--- src/vqe_pkg.sv ---
package vqe_pkg;

    // Command codes carried in the cmd field
    localparam logic CMD_CODEBOOK = 1'b0;
    localparam logic CMD_VECTOR   = 1'b1;

    // Configuration register indexes
    localparam int   CFG_IDX_W  = 1;
    localparam int   CFG_DATA_W = 9;
    localparam logic [CFG_IDX_W-1:0] CFG_ACTIVE = 1'b0;
    localparam logic [CFG_IDX_W-1:0] CFG_LENGTH = 1'b1;

    // Result distance width and its saturation value
    localparam int              DIST_W   = 22;
    localparam logic [DIST_W-1:0] DIST_MAX = 22'h3FFFFF;

    typedef struct packed {
        logic       cmd;
        logic [7:0] entry_index;
        logic [5:0] element_index;
        logic [7:0] sample;
        logic       last;
    } t_vqe_in;

    typedef struct packed {
        logic [7:0]        best_index;
        logic [DIST_W-1:0] best_distance;
    } t_vqe_out;

    // Control that travels with each memory read through the distance pipeline
    typedef struct packed {
        logic valid;
        logic first_elem;
        logic last_elem;
        logic first_code;
        logic last_code;
    } t_vqe_tag;

    typedef enum logic [1:0] {
        ST_IDLE,
        ST_RUN,
        ST_DRAIN,
        ST_EMIT
    } t_vqe_state;

endpackage

--- src/vqe_dist.sv ---
module vqe_dist
    import vqe_pkg::*;
#(
    parameter int ACC_W  = 24,
    parameter int CODE_W = 8
) (
    input  logic              i_clk,
    input  logic              i_rst_n,
    input  t_vqe_tag          i_tag,
    input  logic [7:0]        i_vec_byte,
    input  logic [7:0]        i_cb_byte,
    output logic              o_done,
    output logic [7:0]        o_best_index,
    output logic [DIST_W-1:0] o_best_dist
);

    localparam int CMP_W = ACC_W > DIST_W ? ACC_W : DIST_W;

    t_vqe_tag           r_tag0;
    t_vqe_tag           r_tag1;
    logic [15:0]        r_sq;
    logic [ACC_W-1:0]   r_acc;
    logic [CODE_W-1:0]  r_code;
    logic [ACC_W-1:0]   r_best_d;
    logic [CODE_W-1:0]  r_best_code;
    logic               r_done;

    logic signed [8:0]  diff;
    logic signed [17:0] sq_full;
    logic [ACC_W-1:0]   acc_sum;
    logic [CODE_W-1:0]  code_now;
    logic [CMP_W-1:0]   best_ext;

    // Square the element difference as the read data arrives
    assign diff    = $signed({1'b0, i_vec_byte}) - $signed({1'b0, i_cb_byte});
    assign sq_full = diff * diff;

    // Accumulate; restart at the first element of each codeword
    assign acc_sum  = (r_tag1.first_elem ? '0 : r_acc) + ACC_W'(r_sq);
    assign code_now = r_tag1.first_code ? '0 : r_code;

    // Control stages
    always_ff @(posedge i_clk) begin
        if (!i_rst_n) begin
            r_tag0 <= '0;
            r_tag1 <= '0;
            r_done <= 1'b0;
        end else begin
            r_tag0 <= i_tag;
            r_tag1 <= r_tag0;
            r_done <= r_tag1.valid && r_tag1.last_elem && r_tag1.last_code;
        end
    end

    // Datapath stages: square, accumulate, keep the best codeword
    always_ff @(posedge i_clk) begin
        r_sq <= sq_full[15:0];
        if (r_tag1.valid) begin
            r_acc <= acc_sum;
            if (r_tag1.last_elem) begin
                r_code <= code_now + 1'b1;
                // Strict compare keeps the lower index on ties
                if (r_tag1.first_code || acc_sum < r_best_d) begin
                    r_best_d    <= acc_sum;
                    r_best_code <= code_now;
                end
            end
        end
    end

    // Saturate the distance to the result width
    assign best_ext     = CMP_W'(r_best_d);
    assign o_best_dist  = (best_ext > CMP_W'(DIST_MAX)) ? DIST_MAX : best_ext[DIST_W-1:0];
    assign o_best_index = 8'(r_best_code);
    assign o_done       = r_done;

endmodule
--- config.mk ---
export PLATFORM = sky130hd
export DESIGN_NAME = vqe_dist
export DESIGN_NICKNAME = d
export VERILOG_FILES = /design/src/vqe_pkg.sv /design/src/vqe_dist.sv
export SDC_FILE = /design/constraint.sdc
export NUM_CORES = 1
export LEC_CHECK = 0
export BUFFER_PORTS_ARGS = -buffer_cell sky130_fd_sc_hd__buf_4
export CORE_ASPECT_RATIO = 0.7
export CORE_UTILIZATION = 60
export DETAILED_ROUTE_END_ITERATION = 16
export GPL_TIMING_DRIVEN = 0
export PLACE_DENSITY = 0.79
export SYNTH_ARGS = -nofsm -noshare
export SYNTH_HDL_FRONTEND = slang
export SYNTH_SLANG_ARGS = --single-unit
--- constraint.sdc ---
create_clock -name i_clk -period 12.5 [get_ports i_clk]
set_clock_uncertainty 0.1 [all_clocks]
set_input_delay 0.625 -clock i_clk [delete_from_list [all_inputs] [get_ports i_clk]]
set_output_delay 0.625 -clock i_clk [all_outputs]
set_load 0.05 [all_outputs]
### After elaboration in Yosys (flattened, before gate mapping)

Index checks and enable logic that the tools add are counted.

* output and inout port bits: 31
* flip-flop bits (word level): 91
* input port bits: 23
* word-level logic and storage cells: 30

* $add $sub $neg: 3
* muxes and demuxes: 3
* reduce and logical (&&, ||, !) cells: 5
* $lt $le $gt $ge: 2
* multipliers: 1

Operators with widths (number)
* adder 24 x 16 -> 24 bit: 1
* greater-than comparator 24 x 22 -> 1 bit, second input constant: 1
* < comparator 24 bit: 1
* two-way mux 24 bit: 1
* two-way mux 22 bit: 1
* multiplier 9 x 9 -> 16 bit: 1
* subtractor 8 x 8 -> 9 bit: 1
* adder 8 x 1 -> 8 bit, second input constant: 1
* two-way mux 8 bit: 1
* AND reduction 3 bit: 1
* logical AND 1 bit: 2
* AND reduction 2 bit: 1
* logical OR 1 bit: 1

### Depth between registers and ports, before layout

* depth after elaboration: 5
* depth in mapped cells: 28

### Worst setup path after synthesis

Ideal clock, no wire load.

* path type: input port to flip-flop
* start point: input port i_vec_byte[0]
* end point: register r_sq[14]
* arrival: 6.317 ns
* path slack: 6.011 ns
* stages: 26
* library setup time: 0.072 ns
* required time: 12.328 ns
* path through: inv_1 ha_1 inv_1 fa_1 a211oi_1 o21bai_1 a21oi_1 xnor2_1 inv_2 nor2_1 inv_1 fa_1 inv_1 fa_1 inv_1 fa_1 inv_1 fa_1 ha_1 ha_1 a21oi_1 o21bai_1 a2111o_1 a31o_2 a21oi_1 xnor2_1

* cells in the longest elaborated chain, start to end: 2

RTL lines
* start, declared: line vqe_dist.sv:10 `input logic [7:0] i_vec_byte,`
* subtractor 8 x 8 -> 9 bit: line vqe_dist.sv:35 `assign diff = $signed({1'b0, i_vec_byte}) - $signed({1'b0, i_cb_byte});`
* multiplier 9 x 9 -> 16 bit: line vqe_dist.sv:36 `assign sq_full = diff * diff;`
* via sq_full[14]: line vqe_dist.sv:29 `logic signed [17:0] sq_full;`
* end signal, assigned: line vqe_dist.sv:57 `r_sq <= sq_full[15:0];`
* end, declared: line vqe_dist.sv:21 `logic [15:0] r_sq;`

The timed path passes the listed nets, and every way through them passes these cells.
A chain may end at the register's enable or synchronous reset.

### Worst setup path in the final report

Ends and elaborated chain as after synthesis.

==> summary.txt <==
Outcome
  • Status: completed

CTS
  • CTS tree: built
  • Clock sinks: 90
  • CTS Buf Count: 9
  • Root Driver: clkbuf_16
  • Max clock buf depth: 2
  • Worst skew pair latency: 350 ps
  • Post_cts resized: 0
  • H-tree levels: 3
  • Clock transition at the registers of the reported paths: 70 ps
  • Hold Buf Count CTS: 0
  • Post-CTS Repair Setup Buffers: 0

Worst setup path
  • CP Capture Type: flip-flop
  • Crit-path max FO: 5
  • CP arrival: 7100 ps
  • Critical path launch point type: primary input
  • Crit Path Category: in2reg
  • Req. time, crit path: 12680 ps

GRT
  • Largest net degree at the start of global routing: 26
  • Vias in the first global route: 5255
  • First-pass GRT wire length: 24.6 mm
  • Initial antenna violation count: 0
  • GRT overflow: 0
  • GRT Total Usage: 0.258

Placed design
  • Placed Cells: 893
  • HPWL Detailed: 11.5 mm
  • Port bufs: 53
  • GPL Wtd Cong: 0.866

Timing
  • Fin crit share: 0.554
  • Final hold violations: 0
  • Max Fclk: 144 MHz
  • Max-slew violation count: 0
  • TNS Setup: 0 ps
  • RSZ-0062 raised after global routing: false
  • Tmin final: 6930 ps
  • Worst Max-Slew Pin Slew: 1230 ps
  • Setup Viol. Count Final: 0
  • Rel. slew slack: 0.178

Yosys
  • Post-Synthesis Cells: 686
  • Post-synthesis cell area: 7080 µm²
  • Post-synthesis sequential area ratio: 0.345
  • Share of the synthesized area in the top cell type: 0.272
  • Yosys warns: 0
  • Ranking of synthesized cells by area: edfxtp_1 27%, ha_1 15%, fa_1 14%
  • Net Count, Synth: 844
  • Number of flops mapped to enable cells by yosys: 64
  • Yosys reg bits: 90
  • Dominant cell type by area after synthesis: edfxtp_1
  • Ys async rst share: 0
  • Yosys cell types: 57
  • Syn Area/Cell: 10.3 µm²
  • Post-synth top flop: edfxtp_1

Layout
  • Synth-to-Final Area Change: 13.2%
  • Share of layout cells above drive strength 1: 0.127
  • Nets: 909
  • Finished Layout Cells: 909
  • Number of diodes: 0

Floorplanning
  • Die Span Y: 92.9 µm
  • Total die area: 12200 µm²
  • I/O pin cnt: 54
  • Die W: 132 µm
  • Core Area: 11300 µm²
  • Starting density of the core: 0.629
  • Cell Rows: 32

Drt
  • Final ANT Viol Nets: 0
  • Via count: 5009
  • TritonRoute pass-1 iters: 5
  • Vias per cell: 5.51
  • DRC viols: 0
  • Total Wirelength: 14.5 mm
  • Number of DRC violations after detailed-routing iteration 0: 364
  • WL/cell: 15.9 µm

Worst hold path
  • Hold Crit Class: reg2reg

Flow run
  • Maximum Capacitance Violations: 0
## critical path, cell delays in order
cell	delay [ps]
buf_4	110
inv_1	70
ha_1	150
inv_1	50
fa_1	420
a211oi_1	330
o21bai_1	130
a21oi_1	180
xnor2_1	330
inv_2	200
nor2_1	200
inv_1	80
fa_1	590
inv_1	70
fa_1	500
inv_1	50
fa_1	470
inv_1	50
fa_1	470
ha_1	310
ha_1	340
a21oi_1	240
o21bai_1	130
a2111o_1	450
a31o_2	250
a21oi_1	180
xnor2_1	130
## state kept, by name, summed over array words and instances (netlist names)
signal and cells:
best_ext 24, o_best_index 8, o_done 1, r_acc 24, r_code 8, r_sq 15
r_tag0 5, r_tag1 5
## per-layer routing
metal / part of all wire / global-route usage / wire (µm)
met2: 0.45 / 0.411 / 6520
met3: 0.057 / 0.0651 / 827
met5: 0 / 0 / 0
met4: 0.016 / 0.0746 / 238
met1: 0.48 / 0.350 / 6900
## cell usage after synthesis, drive strengths merged (10+ instances only)
cell and n:
a21o 20, a21oi 34, and2 10, dfxtp 26, edfxtp 64, fa 49
ha 86, inv 121, nand2 37, nand3 32, nor2 39, nor2b 28
o21ai 13, xnor2 37, xor2 15
## final timing paths
path	slack (ps)	startpoint	end	cells after the start
setup reg to reg	6680	r_tag1[3]$_SDFF_PN0_	best_ext[3]$_DFFE_PP_	17
setup / recovery	5570	i_vec_byte[0]	r_sq[14]$_DFF_P_	27
hold reg to reg	340	r_tag0[3]$_SDFF_PN0_	r_tag1[3]$_SDFF_PN0_	1
hold / removal	340	r_tag0[3]$_SDFF_PN0_	r_tag1[3]$_SDFF_PN0_	1
## kinds of logic after synthesis
family / count (synthesis) / synth area share
AND/OR/NAND/NOR: 172 / 0.122
multiplexers: 3 / 0.00477
XOR/XNOR: 52 / 0.0644
buffers and inverters: 133 / 0.0713
flip-flops: 90 / 0.345
adder cells (fa/ha/maj): 135 / 0.291
AO/OA/AOI/OAI: 101 / 0.102
## per-stage QoR
step	utilization	area, µm²	hold slack, ps	setup WS, ps
final	0.712	8010	338	5570
after global routing	0.712	8010	358	5150
after CTS	0.712	8010	339	5600
after detailed placement	0.684	7700	324	5280
after global placement	0.681	7670	315	4340
after floorplan	-	7080	312	6010
## cell usage in the layout (no fill, tap or decap), types with 2 or more instances in the layout
cell	netlist	final
o21bai_1	3	3
nand2b_1	5	5
a21o_1	19	19
buf_1	2	2
inv_1	118	118
nand4_1	3	3
o21a_1	3	3
o21ai_0	10	10
clkinv_4	0	2
clkbuf_1	7	7
dfxtp_1	26	26
nor2_1	39	39
a21oi_1	30	30
nand2_1	37	37
o2111ai_1	2	2
nor3_1	4	4
o21ai_2	2	2
inv_4	0	2
edfxtp_1	64	64
mux2_1	2	2
a21oi_2	4	4
xnor2_1	37	37
xor2_1	15	15
and3_1	3	3
fa_1	49	49
inv_2	3	3
a31o_2	3	3
or3_1	3	3
nor2b_1	28	28
buf_4	1	54
clkbuf_16	0	11
and2_1	10	10
o211ai_1	6	6
ha_1	86	86
nand3_1	32	32
a211oi_1	6	6
## area by class of cell
| class | instances | area, µm² |
|---|---|---|
| well taps | 153 | 191 |
| flip-flops and latches | 90 | 2440 |
| fillers | 801 | 3240 |
| inverters | 122 | 458 |
| clock inverters | 5 | 38.8 |
| multi-input cells | 463 | 4150 |
| plain buffers | 11 | 46.3 |
| clock buffers | 11 | 275 |
| repair buffers | 54 | 413 |
Power is left out: the tool's default activity adds up to more than one toggle a clock period on the data nets, which glitch-free logic cannot reach.
