`src/vqe_ram.sv`:
```
module vqe_ram #(
    parameter int WIDTH = 8,
    parameter int DEPTH = 64
) (
    input  logic                                  i_clk,
    input  logic                                  i_we,
    input  logic [(DEPTH > 1 ? $clog2(DEPTH) : 1)-1:0] i_waddr,
    input  logic [WIDTH-1:0]                      i_wdata,
    input  logic [(DEPTH > 1 ? $clog2(DEPTH) : 1)-1:0] i_raddr,
    output logic [WIDTH-1:0]                      o_rdata
);

    logic [WIDTH-1:0] r_mem [DEPTH];
    logic [WIDTH-1:0] r_rdata;

    // Write port and registered read port
    always_ff @(posedge i_clk) begin
        if (i_we) begin
            r_mem[i_waddr] <= i_wdata;
        end
        r_rdata <= r_mem[i_raddr];
    end

    assign o_rdata = r_rdata;

endmodule

```
`config.mk`:
```
export PLATFORM = sky130hd
export DESIGN_NAME = vqe_ram
export DESIGN_NICKNAME = d
export VERILOG_FILES = /design/src/vqe_ram.sv
export SDC_FILE = /design/constraint.sdc
export NUM_CORES = 1
export LEC_CHECK = 0
export CORE_UTILIZATION = 50
export CTS_CLUSTER_SIZE = 20
export DETAILED_ROUTE_END_ITERATION = 6
export DONT_BUFFER_PORTS = 1
export GPL_ROUTABILITY_DRIVEN = 0
export GPL_TIMING_DRIVEN = 0
export HOLD_SLACK_MARGIN = 0.12
export PLACE_DENSITY_LB_ADDON = 0.05
export SLEW_MARGIN = 30
export SYNTH_ARGS = -nofsm -noshare
export SYNTH_HDL_FRONTEND = slang
export SYNTH_SLANG_ARGS = --single-unit
export TNS_END_PERCENT = 50
```
`constraint.sdc`:
```
create_clock -name i_clk -period 2.4 [get_ports i_clk]
set_input_delay 0.12 -clock i_clk [delete_from_list [all_inputs] [get_ports i_clk]]
set_output_delay 0.12 -clock i_clk [all_outputs]
set_load 0.01 [all_outputs]
```
[Word level (Yosys, flattened, before mapping)]
Memories as Yosys holds them, arrays and structs flattened. A register that Yosys moved wholly into a read port is not among the register bits.
Index checks and enable logic that the tools add are counted.
Storage, ports and cells
  memories: 1
  output and inout bits: 8
  input port bits: 22
  register bits: 0
  ROM bits: 0
  bits in latches: 0
  bits in writable memories: 512
Memory list
  r_mem: words 64, width 8, rd ports 1, clocked after Yosys merged registers in 1, wr ports 1, RTL line 13  | logic [WIDTH-1:0] r_mem [DEPTH];
Cells by class
  equality and inequality tests: 0
  add/sub/neg operators: 0
  shift operators: 0
  multiply operators: 0
  reductions and logical operators: 0
  order comparisons: 0
  divide/modulo/power cells: 0
  mux-type cells: 2
  bitwise operators: 0
Operators with widths (number)
  two-way mux 1 bit: 2

[Longest topological paths before layout]
Gate-level depths: netlist of run 1.
  depth in word-level cells: 2
  mapped depth: 9
  depth with buffers taken out: 5

[Worst setup path before layout of run 1]
OpenSTA, ideal clock, no wires.
  path kind: in2reg
  start: in i_raddr[1] (netlist name)
  end: reg r_rdata[3], in the netlist o_rdata[3], read port of r_mem
  slack: 0.612 ns
  arrival time: 1.660 ns
  buffers on the path: 3
  stages: 7
  path through: buf_4 -> buf_2 -> buf_2 -> mux4_2 -> mux4_2 -> o21ai_1 -> o41ai_1
RTL lines
  start, declared: RTL line 9  | input logic [(DEPTH > 1 ? $clog2(DEPTH) : 1)-1:0] i_raddr,
  end, declared: RTL line 14  | logic [WIDTH-1:0] r_rdata;

==> flow_summary.yaml, run 1 <==
setup_path:
  critical_path_arrival_ns: 2.77
  cp-start-kind: "input port"
  crit_fanout: 10
  r2r-start: "r_mem[3][5]"
  endpoint_kind: "register"
  ff2ff_setup_slack_ns: 0.10
  critPathKind: "input port to register"
  r2r_cells: 4
  required_ns: 2.83
  critPathMaxStageDelay_ns: 0.44
  critPathSlowestCell: "buf_2"
  path_cells: "buf_4 > buf_2 > buf_4 > buf_2 > mux4_2 > mux2i_1 > a21oi_1 > o21ai_0 > nand2_1"
  cp_num_buf_inv: 4
  path_delay_family: "buffers and inverters"
  r2r-end: "o_rdata[5]"
sta:
  hold_viol: 0
  fmax_mhz: 427.3
  timing.clock.skew_ns: 0.01442
  slew_viol_final: 0
  finalCriticalPeriod_ns: 2.340
  setup_violations: 0
  fin_crit_sh_pct: 97.51
  slew_headroom_pct: 33.76
  rsz0062_at_grt: "false"
  tns_ns: 0
  tightest_slew_ns: 0.9935
power:
  p_clk_share_pct: 40.1
  powerDensity_mw_per_mm2: 816.1
  seq_power_share_pct: 54.3
  switching_share_pct: 20.87
  ir_drop_mv: 0.5749
  p_comb_share_pct: 5.6
  p_sw_mw: 3.871
  p_leak_nw: 7.024
  internal_power_mw: 14.67
routing:
  routedWlPerCell_um: 31.06
  totalWireLength_um: 49010
  viasPerCell: 6.170
  ant_nets: 0
  num_vias: 9736
  drc: 0
  dr.pass1.iters: 5
  drtIter0Drc: 896
die:
  rows: 73
  initial_utilization_pct: 50.76
  pin_count: 30
  die_area_sq_mm: 0.04114
  coreArea_sq_mm: 0.03973
  dieWidth_um: 202.8
  die_h_um: 202.8
placed_design:
  hpwl_um: 30960
  dp_cells: 1465
  io_buffers: 0
  dpl_cell_area_sq_mm: 0.02084
layout:
  diodes: 0
  final_area_sq_mm: 0.02272
  finalNonFillerCells: 1578
  layout_common_cells: "edfxtp_1 (512), mux4_2 (126), nor2_1 (80)"
  areaGrowthSynthToFinish_pct: 12.68
  final_common_cell: "edfxtp_1"
  drive_above_1_share_pct: 23.17
  nets: 1036
  fillers: 3001
run_status:
  status: "finished, final reports clean"
yosys:
  synth_top_area_cell: "edfxtp_1"
  synth_nets: 962
  ys_ff_latch: 520
  syn_area_sq_mm: 0.02017
  postSynthAreaPerCell_sq_um: 21.45
  synth_seq_area_share_pct: 77.03
  synthTopCellsByArea: "edfxtp_1 (76%), mux4_2 (14%), nor2_1 (1.5%), mux2i_1 (1.1%), dfxtp_1 (0.79%)"
  synth_cell_types: 40
  yosysWarnings: 0
  synthArstFlopShare_pct: 0
  synth_edf_count: 512
  ys.flop_type: "edfxtp_1"
  syn_inst: 940
  synth_top_cell_area_share_pct: 76.24
clocking:
  root_buffer: "clkbuf_16"
  tritoncts: "done"
  clkTransAtPathRegs_ns: 0.06
  clock_latency_ns: 0.58
  clockBufferDepth: 3
  cts.sinks: 520
  numCtsBuffers: 51
  post-cts-setup-buffers: 0
  htree_levels: 2
hold_path:
  hold_end: "r_mem[40][2]"
  min_path_cells: 2
  hold_class: "input port to register"
  worstHoldStart: "i_waddr[5]"
global_routing:
  grt_overflow: 0
  antenna_found_initial: 2
  grt_pass1_vias: 9807
  grt_use_total_pct: 24.71
  grt_pass1_wl_um: 70360
  grt_max_degree: 65
run:
  drv_cap: 0
-- power by group through the flow --
stage	Clock [mW]	Combinational [mW]	Sequential, mW
after global routing	7.90	1.09	10.1
after global placement	0	0.828	10.3
final	7.43	1.03	10.1
after floorplan	0	0.536	10.3
after detailed placement	0	0.832	10.3
after CTS	7.57	1.04	10.1
-- cells in the mapped netlist (4+ instances only) --
master / instances
a211oi_1: 4
a221oi_1: 6
buf_1: 4
buf_2: 11
buf_4: 13
buf_6: 4
clkbuf_1: 17
dfxtp_1: 8
edfxtp_1: 512
mux2_2: 13
mux2i_1: 23
mux4_2: 126
nand2_1: 19
nand2b_1: 7
nand3_1: 13
nor2_1: 83
nor2b_1: 14
nor3_1: 7
o221ai_1: 8
o22ai_1: 8
-- layout make-up --
| type | count | area [sq um] | share of cell area (%) |
|---|---|---|---|
| multi-input combinational | 369 | 4333 | 19.07 |
| timing repair buffer | 21 | 350.3 | 1.542 |
| buffer | 51 | 319.1 | 1.404 |
| clock inverter | 21 | 135.1 | 0.5947 |
| sequential | 520 | 15530 | 68.37 |
| clock buffer | 71 | 1394 | 6.134 |
| tap | 525 | 656.9 | 2.891 |
-- how the worst max path moves through the flow --
| stage | start | endpoint | slack, ns | cells past startpoint |
|---|---|---|---|---|
| after floorplan | i_raddr[1] | o_rdata[3] | 0.61 | 7 |
| after global placement | i_raddr[1] | o_rdata[7] | -0.59 | 9 |
| after detailed placement | i_raddr[2] | o_rdata[5] | -0.58 | 7 |
| after CTS | i_raddr[2] | o_rdata[5] | 0.02 | 7 |
| after global routing | i_raddr[1] | o_rdata[5] | 0.04 | 9 |
| final | i_raddr[1] | o_rdata[7] | 0.06 | 9 |
-- through the flow --
stage | setup WS (ns) | hold slack [ns] | utilization [%] | power, mW
after global routing | 0.04157 | 0.2246 | 57.19 | 19.07
final | 0.05988 | 0.2111 | 57.19 | 18.54
after detailed placement | -0.5847 | 0.2248 | 52.44 | 11.10
after CTS | 0.01867 | 0.1762 | 57.17 | 18.69
after floorplan | 0.6123 | 0.2189 | - | 10.80
after global placement | -0.5880 | 0.2236 | 52.41 | 11.10
-- metal layers --
| metal | vias to the layer above | routed length (um) | GRT usage [%] |
|---|---|---|---|
| met5 | - | 0 | 0 |
| li1 | 4088 | - | - |
| met1 | 5213 | 21960 | 37.13 |
| met3 | 61 | 3485 | 4.703 |
| met4 | 0 | 946 | 6.552 |
| met2 | 374 | 22620 | 37.46 |
-- cells by family after synthesis --
| group | after synthesis | share of synthesized area (%) |
|---|---|---|
| AND/OR/NAND/NOR | 153 | 3.387 |
| AO/OA/AOI/OAI | 54 | 2.072 |
| flip-flops | 520 | 77.03 |
| multiplexers | 162 | 15.94 |
| buffers and inverters | 51 | 1.570 |
-- timing repair --
| item | CTS | global route |
|---|---|---|
| resized for setup | 0 | 2 |
| hold buffers | 21 | 0 |
| endpoints found under the hold margin | 561 | 0 |
| setup endpoints to repair | 0 | 2 |
-- sequential cells by signal, summed over array words and instances, names as in the netlist --
name	cells
r_mem	512
o_rdata	8
(Power assumes the default switching activity.)
==> inputs of run 2 (changes only) <==
--- a/config.mk
+++ b/config.mk
@@ -13,5 +13,5 @@
 export GPL_TIMING_DRIVEN = 0
 export HOLD_SLACK_MARGIN = 0.12
-export PLACE_DENSITY_LB_ADDON = 0.05
+export PLACE_DENSITY_LB_ADDON = 0.15
 export SLEW_MARGIN = 30
 export SYNTH_ARGS = -nofsm -noshare
==> constraint.sdc (replaced) <==
create_clock -name i_clk -period 2.4 [get_ports i_clk]
set_input_delay 0 -clock i_clk [delete_from_list [all_inputs] [get_ports i_clk]]
set_output_delay 0 -clock i_clk [all_outputs]
set_load 0.01 [all_outputs]
==> flow_summary.yaml, run 2 (synthesized netlist as in run 1, its figures left out) <==
setup_path:
  critPathKind: "input port to register"
  path_cells: "dlygate4sd3_1 > clkbuf_1 > nor2b_1 > nand3_1 > nor2_1"
  crit_fanout: 10
  r2r_cells: 5
  endpoint_kind: "register"
  r2r-end: "o_rdata[4]"
  required_ns: 2.63
  cp-start-kind: "input port"
  critPathMaxStageDelay_ns: 0.88
  critical_path_arrival_ns: 2.55
  r2r-start: "r_mem[29][4]"
  ff2ff_setup_slack_ns: 0.23
  critPathSlowestCell: "nor2_1"
layout:
  final_common_cell: "edfxtp_1"
  areaGrowthSynthToFinish_pct: 13.76
  largest_reg_flops: 512
  finalNonFillerCells: 1593
  drive_above_1_share_pct: 24.77
  regMostFlops: "r_mem"
  layout_common_cells: "edfxtp_1 (512), mux4_2 (126), nor2_1 (80)"
  nets: 1043
sta:
  rsz0062_at_grt: "true"
  finalCriticalPeriod_ns: 2.326
  tightest_slew_ns: 0.9722
  timing.clock.skew_ns: 0.01712
  setup_violations: 0
  slew_headroom_pct: 34.95
  fin_crit_sh_pct: 96.92
  hold_viol: 0
  fmax_mhz: 429.9
  slew_viol_final: 0
  whs_ns: 0.1670
placed_design:
  dp_cells: 1465
  io_buffers: 0
  hpwl_um: 30150
die:
  rows: 73
  dieWidth_um: 202.8
  pin_count: 30
  coreArea_sq_mm: 0.03973
  die_h_um: 202.8
  die_area_sq_mm: 0.04114
  initial_utilization_pct: 50.76
global_routing:
  antenna_found_initial: 1
  grt_pass1_wl_um: 70580
  grt_pass1_vias: 9972
  grt_max_degree: 65
  grt_overflow: 0
  grt_use_total_pct: 24.56
power:
  powerDensity_mw_per_mm2: 833.4
  seq_power_share_pct: 52.7
  p_sw_mw: 4.060
  p_clk_share_pct: 41.9
  p_leak_nw: 7.130
  finalPower_mw: 19.12
  switching_share_pct: 21.23
  internal_power_mw: 15.06
  ir_drop_mv: 0.5295
  p_comb_share_pct: 5.4
clocking:
  tritoncts: "done"
  htree_levels: 2
  numCtsBuffers: 53
  clockBufferDepth: 3
  root_buffer: "clkbuf_16"
  clkTransAtPathRegs_ns: 0.06
  clock_latency_ns: 0.60
  post-cts-setup-buffers: 0
  cts.sinks: 520
hold_path:
  hold_class: "input port to register"
  hold_end: "r_mem[26][7]"
  min_path_cells: 2
  worstHoldStart: "i_waddr[5]"
routing:
  dr.pass1.iters: 5
  drtIter0Drc: 1082
  totalWireLength_um: 48700
  drc: 0
  num_vias: 9826
  ant_nets: 0
  routedWlPerCell_um: 30.57
  viasPerCell: 6.168
run:
  drv_cap: 0
run_status:
  status: "finished, final reports clean"
[run 2: changes by cell type in the layout (fill, tap and decap cells not counted), moves of 2 or more]
cell,change
dlygate4sd3_1,+4
clkinv_2,+10
diode_2,+2
clkinv_1,-9
clkbuf_1,-3
clkinvlp_4,+3
clkbuf_8,+3
clkbuf_16,+2
[run 2: final cells by class]
class                   instances  area, sq um
fillers                      2983        16790
multi-input cells             369         4333
repair buffers                 26        401.6
well taps                     525        656.9
clock inverters                28        224.0
flip-flops and latches        520        15530
diodes                          2        5.005
plain buffers                  51        316.6
clock buffers                  72         1470
[run 2: per-stage QoR]
| step | setup WS (ns) | util (%) | setup TNS [ns] | instance area [sq um] |
|---|---|---|---|---|
| 3_3_place_gp | -0.4152 | 52.41 | -2.532 | 20820 |
| 6_report | 0.07384 | 57.74 | 0 | 22940 |
| 5_1_grt | -0.002473 | 57.74 | -0.004755 | 22940 |
| 2_1_floorplan | 0.7078 | - | 0 | 20170 |
| 3_5_place_dp | -0.4202 | 52.44 | -2.675 | 20830 |
| 4_1_cts | 0.09746 | 57.68 | 0 | 22920 |
[run 2: metal layers]
layer / GRT usage [%] / vias to the layer above / wire (um)
met5: 0 / - / 0
met4: 9.023 / 0 / 1511
met3: 4.125 / 84 / 3537
met2: 36.75 / 411 / 22520
met1: 36.71 / 5229 / 21140
li1: - / 4102 / -
[run 2: critical path, delay by kind of cell]
family	cells	cell delay [ns]
buffers and inverters	2	0.90
and+or+nand+nor	3	1.63
[run 2: how the worst max path moves through the flow]
stage | to | startpoint | slack, ns | cells past startpoint
floorplan | o_rdata[4] | r_mem[29][4] | 0.71 | 5
global placement | o_rdata[7] | i_raddr[2] | -0.42 | 7
detailed placement | o_rdata[4] | i_raddr[1] | -0.42 | 8
CTS | r_mem[13][0] | i_waddr[2] | 0.1 | 5
global route | r_mem[21][0] | i_waddr[2] | -0.002 | 5
finish | r_mem[21][5] | i_waddr[2] | 0.07 | 5
[run 2: repair_timing]
action / in CTS / in global routing
hold endpoints to repair: 653 / 0
setup endpoints to repair: 0 / 8
hold buffers: 25 / 0
resized for setup: 0 / 1
[run 2: power by group through the flow]
stage | Clock [mW] | Sequential [mW] | Combinational, mW
2_1_floorplan | 0 | 10.3 | 0.536
3_3_place_gp | 0 | 10.3 | 0.815
3_5_place_dp | 0 | 10.3 | 0.818
4_1_cts | 8.12 | 10.1 | 1.03
5_1_grt | 8.45 | 10.1 | 1.08
6_report | 8.01 | 10.1 | 1.03
==> inputs of run 3 (changes only) <==
RECOVER_POWER = 50   (was unset)
==> flow_summary.yaml, run 3 (synthesized netlist as in run 1, its figures left out) <==
clocking:
  numCtsBuffers: 53
  cts.sinks: 520
  post-cts-setup-buffers: 0
  clkTransAtPathRegs_ns: 0.06
  tritoncts: "done"
  clock_latency_ns: 0.60
  clockBufferDepth: 3
  htree_levels: 2
  root_buffer: "clkbuf_16"
layout:
  fin_util_pct: 57.29
  ff_latch_area_sq_mm: 0.01553
  fillers: 3004
  regMostFlops: "r_mem"
  multi_input_area_sq_mm: 0.004333
  areaGrowthSynthToFinish_pct: 12.87
  final_common_cell: "edfxtp_1"
  drive_above_1_share_pct: 24.77
  nets: 1043
  largest_reg_flops: 512
  layout_common_cells: "edfxtp_1 (512), mux4_2 (126), nor2_1 (80)"
hold_path:
  hold_class: "input port to register"
setup_path:
  cp_num_buf_inv: 2
  critPathSlowestCell: "nor2_1"
  required_ns: 2.63
  crit_fanout: 10
  endpoint_kind: "register"
  path_delay_family: "simple AND/OR/NAND/NOR gates"
  critPathKind: "input port to register"
  critical_path_arrival_ns: 2.58
  critPathMaxStageDelay_ns: 0.89
  path_cells: "dlygate4sd3_1 > clkbuf_1 > nor2b_1 > nand3_1 > nor2_1"
  cp-start-kind: "input port"
die:
  pin_count: 30
  die_h_um: 202.8
  die_area_sq_mm: 0.04114
  initial_utilization_pct: 50.76
  dieWidth_um: 202.8
  coreArea_sq_mm: 0.03973
  rows: 73
global_routing:
  grt_pass1_wl_um: 70580
  grt_max_degree: 65
  grt_use_total_pct: 24.56
  grt_overflow: 0
  antenna_found_initial: 1
  grt_pass1_vias: 9972
sta:
  tightest_slew_ns: 1.488
  rsz0062_at_grt: "true"
  fmax_mhz: 425.5
  setup_violations: 0
  fin_ws_ns: 0.04986
  finalCriticalPeriod_ns: 2.350
  hold_viol: 0
  whs_ns: 0.1641
  slew_viol_final: 0
  slew_headroom_pct: 0.8322
  fin_crit_sh_pct: 97.92
  timing.clock.skew_ns: 0.01609
routing:
  num_vias: 9876
  routedWlPerCell_um: 30.63
  drtIter0Drc: 1029
  ant_nets: 0
  drc: 0
  totalWireLength_um: 48800
  maxUsedRoutingLayer: "met4"
  met2_wirelength_um: 22580
  viasPerCell: 6.200
  met3_length_um: 3606
  dr.pass1.iters: 5
  drt-met1-wl_um: 21080
power:
  ir_drop_mv: 0.5334
  p_leak_nw: 7.062
  powerDensity_mw_per_mm2: 839.4
placed_design:
  io_buffers: 0
  dp_slack_ns: -0.4202
  hpwl_um: 30150
run:
  drv_cap: 0
run_status:
  status: "finished, final reports clean"
-- run 3: cell count changes in the layout (fill, tap and decap cells not counted) --
cell / change
buf_16: -8
clkbuf_2: +8
-- run 3: path summary, 6_finish.rpt --
| path | start | end | slack, ns | depth (start not counted) |
|---|---|---|---|---|
| setup / recovery | i_waddr[2] | r_mem[21][1] | 0.05 | 5 |
| hold reg to reg | r_mem[6][7] | o_rdata[7] | 0.97 | 4 |
| hold / removal | i_waddr[5] | r_mem[26][7] | 0.16 | 2 |
| setup reg to reg | r_mem[29][4] | o_rdata[4] | 0.20 | 5 |
-- run 3: repair_timing --
item,in CTS,in global routing
resized for setup,0,1
hold endpoints to repair,653,0
endpoints found under the setup margin,0,8
hold buffers,25,0
-- run 3: report_power, final --
group / leakage, nW / internal [mW] / switching, mW / total (mW)
clock network: 0.831 / 4.62 / 3.40 / 8.02
logic: 1.56 / 0.357 / 0.637 / 0.994
registers: 4.67 / 10.1 / 0.0282 / 10.1
total: 7.06 / 15.0 / 4.07 / 19.1
-- run 3: through the flow --
step,cell area [sq um],power (mW),TNS (ns),instances
final,22760,19.11,0,1593
after global placement,20820,11.08,-2.532,1465
after detailed placement,20830,11.09,-2.675,1465
after floorplan,20170,10.80,0,940
after CTS,22920,19.23,0,1590
after global routing,22760,19.59,-0.004755,1593
-- run 3: per-layer routing --
layer | track usage, % | up-vias
met4 | 9.023 | 0
met5 | 0 | -
met3 | 4.125 | 90
li1 | - | 4102
met1 | 36.71 | 5243
met2 | 36.75 | 441
-- run 3: worst reg2reg max path: cells and delay by family (launching register included) --
kind	cells	cell delay, ns
AND/OR/NAND/NOR	1	0.33
AO/OA/AOI/OAI	2	0.53
multiplexers	2	0.78
flip-flops	1	0.38
-- run 3: layout make-up --
| class | count | share of cell area (%) |
|---|---|---|
| clock inverters | 28 | 0.9840 |
| well taps | 525 | 2.886 |
| flip-flops and latches | 520 | 68.25 |
| diodes | 2 | 0.02199 |
| repair buffers | 26 | 0.9730 |
| plain buffers | 51 | 1.391 |
| clock buffers | 72 | 6.459 |
| multi-input cells | 369 | 19.04 |
